$ cat src/hw/rtl/wsd_pkg.sv
// ----------------------------------------------------------------------------
// wsd_pkg
// constants shared by the websocket frame deframer and its checker
// ----------------------------------------------------------------------------
`default_nettype none

package wsd_pkg;

  localparam int unsigned HEADER_BYTES = 6;
  localparam int unsigned MAX_PAYLOAD  = 125;

  // input transaction modes
  localparam logic [1:0] MODE_BYTE    = 2'd0;
  localparam logic [1:0] MODE_OPEN    = 2'd1;
  localparam logic [1:0] MODE_TIMEOUT = 2'd2;

  // opcodes
  localparam logic [3:0] OPC_TEXT  = 4'h1;
  localparam logic [3:0] OPC_CLOSE = 4'h8;

  // result kinds
  localparam logic [2:0] KIND_PAYLOAD  = 3'd0;
  localparam logic [2:0] KIND_CLOSE    = 3'd1;
  localparam logic [2:0] KIND_TOO_LONG = 3'd2;
  localparam logic [2:0] KIND_REJECT   = 3'd3;
  localparam logic [2:0] KIND_EMPTY    = 3'd4;

  // frame disposition, equal to the kind reported at frame end, but an empty accepted frame reports KIND_EMPTY
  localparam logic [1:0] DISP_ACCEPT   = 2'd0;
  localparam logic [1:0] DISP_CLOSE    = 2'd1;
  localparam logic [1:0] DISP_TOO_LONG = 2'd2;
  localparam logic [1:0] DISP_REJECT   = 2'd3;

endpackage

`default_nettype wire

$ cat src/hw/rtl/websocket_frame_deframer.sv
// ----------------------------------------------------------------------------
// websocket_frame_deframer
// unmasks small websocket client frames from a byte stream, when not stalled one byte a cycle
// ----------------------------------------------------------------------------
// path: an accepted transaction enters the input register, then the single
//   decode stage writes its result into the result register
// throughput: one transaction per cycle unless the result stream stalls
// reset: link closed, header counter cleared, both stage registers empty
// ----------------------------------------------------------------------------
`default_nettype none

module websocket_frame_deframer
  import wsd_pkg::*;
(
  input  wire logic       clk_i,
  input  wire logic       rst_ni,
  // input stream
  input  wire logic       s_axis_tvalid,
  output logic            s_axis_tready,
  input  wire logic [7:0] s_axis_tdata,   // [7:0] rx_byte
  input  wire logic [1:0] s_axis_tuser,   // [1:0] mode
  // result stream
  output logic            m_axis_tvalid,
  input  wire logic       m_axis_tready,
  output logic [7:0]      m_axis_tdata,   // [7:0] payload_byte
  output logic [2:0]      m_axis_tuser,   // [2:0] kind
  output logic            m_axis_tlast    // last byte of a message
);

  localparam logic [2:0] HdrDone = 3'(HEADER_BYTES);
  localparam logic [6:0] MaxLen  = 7'(MAX_PAYLOAD);

  // input register
  logic       in_vld_q;
  logic [7:0] in_byte_q;
  logic [1:0] in_mode_q;

  // deframer state
  logic            link_open_q, link_open_d;
  logic [2:0]      hdr_cnt_q, hdr_cnt_d;
  logic [3:0]      opcode_q, opcode_d;
  logic            final_q, final_d;
  logic            mask_set_q, mask_set_d;
  logic [6:0]      len_q, len_d;
  logic [3:0][7:0] mask_q, mask_d;
  logic [6:0]      pidx_q, pidx_d;
  logic [1:0]      disp_q, disp_d;

  // result register
  logic       out_vld_q, out_vld_d;
  logic [2:0] out_kind_q, out_kind_d;
  logic [7:0] out_byte_q, out_byte_d;
  logic       out_last_q, out_last_d;

  logic       advance;
  logic       in_take;
  logic [1:0] hdr_mask_idx;
  logic [1:0] disp_new;
  logic       pay_end;

  // the decode stage moves when the result register is free or being drained
  assign advance       = in_vld_q && (!out_vld_q || m_axis_tready);
  assign s_axis_tready = !in_vld_q || advance;
  assign in_take       = s_axis_tvalid && s_axis_tready;

  always_ff @(posedge clk_i or negedge rst_ni) begin
    if (!rst_ni) begin
      in_vld_q <= 1'b0;
    end else if (s_axis_tready) begin
      in_vld_q <= s_axis_tvalid;
    end
  end

  always_ff @(posedge clk_i) begin
    if (in_take) begin
      in_byte_q <= s_axis_tdata;
      in_mode_q <= s_axis_tuser;
    end
  end

  // mask byte slot for header bytes two to five
  assign hdr_mask_idx = 2'(hdr_cnt_q - 3'd2);

  // classification at the last header byte, first match wins
  always_comb begin
    priority if (!final_q || (opcode_q != OPC_TEXT && opcode_q != OPC_CLOSE)) begin
      disp_new = DISP_REJECT;
    end else if (len_q >= MaxLen) begin
      disp_new = DISP_TOO_LONG;
    end else if (opcode_q == OPC_CLOSE) begin
      disp_new = DISP_CLOSE;
    end else begin
      disp_new = DISP_ACCEPT;
    end
  end

  assign pay_end = ({1'b0, pidx_q} + 8'd1) >= {1'b0, len_q};

  always_comb begin
    link_open_d = link_open_q;
    hdr_cnt_d   = hdr_cnt_q;
    opcode_d    = opcode_q;
    final_d     = final_q;
    mask_set_d  = mask_set_q;
    len_d       = len_q;
    mask_d      = mask_q;
    pidx_d      = pidx_q;
    disp_d      = disp_q;
    out_vld_d   = out_vld_q && !m_axis_tready;
    out_kind_d  = out_kind_q;
    out_byte_d  = out_byte_q;
    out_last_d  = out_last_q;

    if (advance) begin
      out_vld_d  = 1'b0;
      out_kind_d = KIND_PAYLOAD;
      out_byte_d = 8'd0;
      out_last_d = 1'b0;
      priority if (in_mode_q == MODE_OPEN) begin
        // open also drops any partial frame
        link_open_d = 1'b1;
        hdr_cnt_d   = 3'd0;
        pidx_d      = 7'd0;
      end else if (in_mode_q == MODE_TIMEOUT) begin
        hdr_cnt_d = 3'd0;
        pidx_d    = 7'd0;
      end else if (in_mode_q == MODE_BYTE && link_open_q) begin
        if (hdr_cnt_q < HdrDone) begin
          // header phase
          if (hdr_cnt_q == 3'd0) begin
            final_d  = in_byte_q[7];
            opcode_d = in_byte_q[3:0];
          end else if (hdr_cnt_q == 3'd1) begin
            mask_set_d = in_byte_q[7];
            len_d      = in_byte_q[6:0];
            mask_d     = '0;
          end else if (mask_set_q) begin
            mask_d[hdr_mask_idx] = in_byte_q;
          end
          hdr_cnt_d = hdr_cnt_q + 3'd1;
          if (hdr_cnt_q == HdrDone - 3'd1) begin
            disp_d = disp_new;
            pidx_d = 7'd0;
            if (len_q == 7'd0) begin
              // empty frame reports at once
              hdr_cnt_d = 3'd0;
              out_vld_d = 1'b1;
              if (disp_new == DISP_ACCEPT) begin
                out_kind_d = KIND_EMPTY;
              end else begin
                out_kind_d = {1'b0, disp_new};
                if (disp_new == DISP_CLOSE) begin
                  link_open_d = 1'b0;
                end
              end
            end
          end
        end else begin
          // payload phase
          pidx_d = pidx_q + 7'd1;
          if (disp_q == DISP_ACCEPT) begin
            out_vld_d  = 1'b1;
            out_kind_d = KIND_PAYLOAD;
            out_byte_d = in_byte_q ^ mask_q[pidx_q[1:0]];
            out_last_d = pay_end;
            if (pay_end) begin
              hdr_cnt_d = 3'd0;
              pidx_d    = 7'd0;
            end
          end else if (pay_end) begin
            // skipped frame ends with one report
            hdr_cnt_d  = 3'd0;
            pidx_d     = 7'd0;
            out_vld_d  = 1'b1;
            out_kind_d = {1'b0, disp_q};
            if (disp_q == DISP_CLOSE) begin
              link_open_d = 1'b0;
            end
          end
        end
      end else begin
        // byte on a closed link or unused mode: nothing to do
        out_vld_d = 1'b0;
      end
    end
  end

  always_ff @(posedge clk_i or negedge rst_ni) begin
    if (!rst_ni) begin
      link_open_q <= 1'b0;
      hdr_cnt_q   <= 3'd0;
      opcode_q    <= 4'd0;
      final_q     <= 1'b0;
      mask_set_q  <= 1'b0;
      len_q       <= 7'd0;
      mask_q      <= '0;
      pidx_q      <= 7'd0;
      disp_q      <= DISP_ACCEPT;
      out_vld_q   <= 1'b0;
    end else begin
      link_open_q <= link_open_d;
      hdr_cnt_q   <= hdr_cnt_d;
      opcode_q    <= opcode_d;
      final_q     <= final_d;
      mask_set_q  <= mask_set_d;
      len_q       <= len_d;
      mask_q      <= mask_d;
      pidx_q      <= pidx_d;
      disp_q      <= disp_d;
      out_vld_q   <= out_vld_d;
    end
  end

  // result payload, no reset needed
  always_ff @(posedge clk_i) begin
    out_kind_q <= out_kind_d;
    out_byte_q <= out_byte_d;
    out_last_q <= out_last_d;
  end

  assign m_axis_tvalid = out_vld_q;
  assign m_axis_tuser  = out_kind_q;
  assign m_axis_tdata  = out_byte_q;
  assign m_axis_tlast  = out_last_q;

endmodule

`default_nettype wire

$ cat config.mk
export PLATFORM = sky130hd
export DESIGN_NAME = websocket_frame_deframer
export DESIGN_NICKNAME = d
export VERILOG_FILES = /design/src/hw/rtl/wsd_pkg.sv /design/src/hw/rtl/websocket_frame_deframer.sv
export SDC_FILE = /design/constraint.sdc
export NUM_CORES = 1
export LEC_CHECK = 0
export BUFFER_PORTS_ARGS = -buffer_cell sky130_fd_sc_hd__buf_2
export CORE_MARGIN = 4
export CORE_UTILIZATION = 52
export CTS_CLUSTER_DIAMETER = 30
export DETAILED_ROUTE_END_ITERATION = 10
export GPL_ROUTABILITY_DRIVEN = 0
export PLACE_DENSITY_LB_ADDON = 0.25
export SKIP_CTS_REPAIR_TIMING = 1
export SLEW_MARGIN = 15
export SYNTH_ARGS = -nofsm -noshare
export SYNTH_HDL_FRONTEND = slang
export SYNTH_SLANG_ARGS = --single-unit
$ cat constraint.sdc
create_clock -name clk_i -period 3.38 [get_ports clk_i]
set_input_delay 0.338 -clock clk_i [delete_from_list [all_inputs] [get_ports clk_i]]
set_output_delay 0.338 -clock clk_i [all_outputs]
set_load 0.02 [all_outputs]
==> flow_summary.yaml <==
run_status:
  status: "completed"
sta:
  setup_tns_ps: 0
  hold_viol: 0
  drv_slew: 0
  worst_slack_ps: 395.6
  rsz0062_at_grt: "false"
  period_share: 0.8830
  min_period_ps: 2984
  max_freq_ghz: 0.3351
  tightest_slew_ps: 923.1
  finClkSkew_ps: 12.17
  setup_violations: 0
  slew-limit-headroom: 0.3846
routing:
  drt_iter0_markers: 189
  wl_per_cell_um: 17.68
  drc_errors: 0
  vias: 2770
  drt_pass1_iterations: 4
  ant_nets: 0
  via_per_inst: 5.832
  finalWirelength_um: 8396
die:
  die-area_um2: 9092
  initial_core_util: 0.5412
  die_w_um: 95.35
  coreArea_um2: 7331
  ioPinCount: 28
  die_h_um: 95.35
  fp-row-count: 31
clock_tree:
  cts_max_level: 3
  cts_tree: "yes"
  clock_latency_ps: 370
  cts_buffers: 9
  cts_buffer_depth: 2
  clkTransAtPathRegs_ps: 80
  root_buffer: "clkbuf_8"
  clock-sinks: 82
place:
  place_inst: 459
  post-dp-hpwl_um: 5931
  port-buffer-count: 27
  post-place-ws_ps: 212.9
  postPlaceCellArea_um2: 4205
synth:
  syn_nets: 369
  synth_cell_type_count: 42
  synth_top_area_share: 0.3784
  synth_cells: 340
  synth_area_um2: 3968
  ys.flop_type: "dfrtp_1"
  synth.largest_area_cell: "dfrtp_1"
  seq_area_frac_synth: 0.5449
  synth-warning-count: 0
  ys_ff_latch: 82
  synth.area.top_cells: "dfrtp_1 (38%), edfxtp_1 (17%), a22o_1 (5.7%)"
  async_flop_share: 0.7317
  avgSynthCellArea_um2: 11.67
  synth_edf_count: 22
layout:
  fin_cells: 475
  finish.instance_area_um2: 4389
  diodes: 0
  area_growth_pct: 10.63
  drive_gt1_frac: 0.1995
  final_nets: 400
worst_setup_path:
  path_class: "flop to flop"
  critPathArrivalTime_ps: 3260
  critPathCaptureType: "flop"
  crit_fanout: 13
  crit_required_ps: 3660
  start_kind: "flop"
power:
  leakagePower_nw: 1.932
  ir_drop_mv: 0.3489
  power.density_nw_per_um2: 663.3
global_route:
  grt_pass1_vias: 2663
  use_met3: 0.05762
  busiest_layer: "met2"
  grt_util_met2: 0.3085
  grt_max_degree: 42
  grt_pass1_wl_um: 13520
  track_usage: 0.2005
  grt-ovfl-total: 0
  antenna_found_initial: 0
  use_met1: 0.2708
min_path:
  hp-class: "input pin to asynchronous set/reset pin"
run:
  cap_violations: 0
==> power breakdown <==
part           total, mW  switching [mW]  internal [mW]
registers           1.46           0.222           1.23
logic              0.797           0.404          0.393
clock network      0.657           0.382          0.276
total               2.91            1.01           1.90
==> placed cells by master (no fill, tap or decap), drive strengths merged, types with 4 or more instances in the layout <==
master  count
a21oi       7
a22o       26
and2        4
and3        4
buf        30
clkbuf     10
dfrtp      60
edfxtp     22
ha         15
inv        18
mux2       15
mux4        8
nand2      33
nand2b     10
nand3      15
nand4       6
nor2       20
nor2b       4
nor3        5
o21ai      26
xnor2      10
==> cells in the mapped netlist (all sizes together) (5+ instances only) <==
cell,number
mux4,8
inv,15
dfrtp,60
mux2,15
nand2b,10
o21ai,26
buf,5
nor3,5
nand2,33
a22o,26
a21oi,7
nand4,6
xnor2,10
nand3,15
nor2,20
ha,15
clkbuf,5
edfxtp,22
==> layout make-up <==
type                       instances  area (um^2)
tap                               99        123.9
inverter                          15        56.30
clock buffer                      10        127.6
fill                             600         2942
timing repair buffer              30        157.7
multi-input combinational        233         1712
sequential                        82         2162
clock inverter                     6        50.05
==> metrics by stage <==
stage                     hold WS, ps    util  power, mW
after floorplan                 42.41       -      2.026
after global placement          456.8  0.5736      2.236
after detailed placement        474.9  0.5736      2.263
after CTS                       124.0  0.5979      2.915
after global routing            124.1  0.5987      3.094
final                           101.8  0.5987      2.911
==> critical path: stages (launching register included) <==
cell and delay, ps:
dfrtp_1 660, ha_1 300, nand3_1 100, xor2_1 190
inv_1 70, ha_1 310, a21oi_1 180, nand2_1 120
nor4b_2 520, nand2_1 210, o31ai_1 220
==> registers in the layout, summed over array words and instances (netlist names), 3 cells and up <==
register      flops
len_q             7
mask_q           32
m_axis_tuser      3
opcode_q          4
pidx_q            7
hdr_cnt_q         3
m_axis_tdata      8
in_byte_q         8
==> layer usage <==
metal | share of wire | wire [um]
met3 | 0.075 | 629
met5 | 0 | 0
met4 | 0.013 | 113
met2 | 0.47 | 3924
met1 | 0.44 | 3729
==> cells by family after synthesis <==
family,after synthesis,synth area share
compound gates,71,0.1230
xor+xnor,11,0.02428
fa+ha+maj,15,0.04730
buf+inv,25,0.02523
flops,82,0.5449
mux,24,0.09051
simple gates,112,0.1447
==> final timing paths <==
kind                                  from            end  slack, ps  cells past startpoint
min reg2reg                     mask_q[31]     mask_q[31]        490                      2
min in group clk_i         s_axis_tuser[0]   in_mode_q[0]        140                      1
max reg2reg                      pidx_q[1]      pidx_q[6]        400                     10
min                                 rst_ni  m_axis_tvalid        100                      1
max                              pidx_q[1]      pidx_q[6]        400                     10
max in group asynchronous           rst_ni     mask_q[17]       2460                      2
Note: power is estimated with default switching activity, not from simulation.
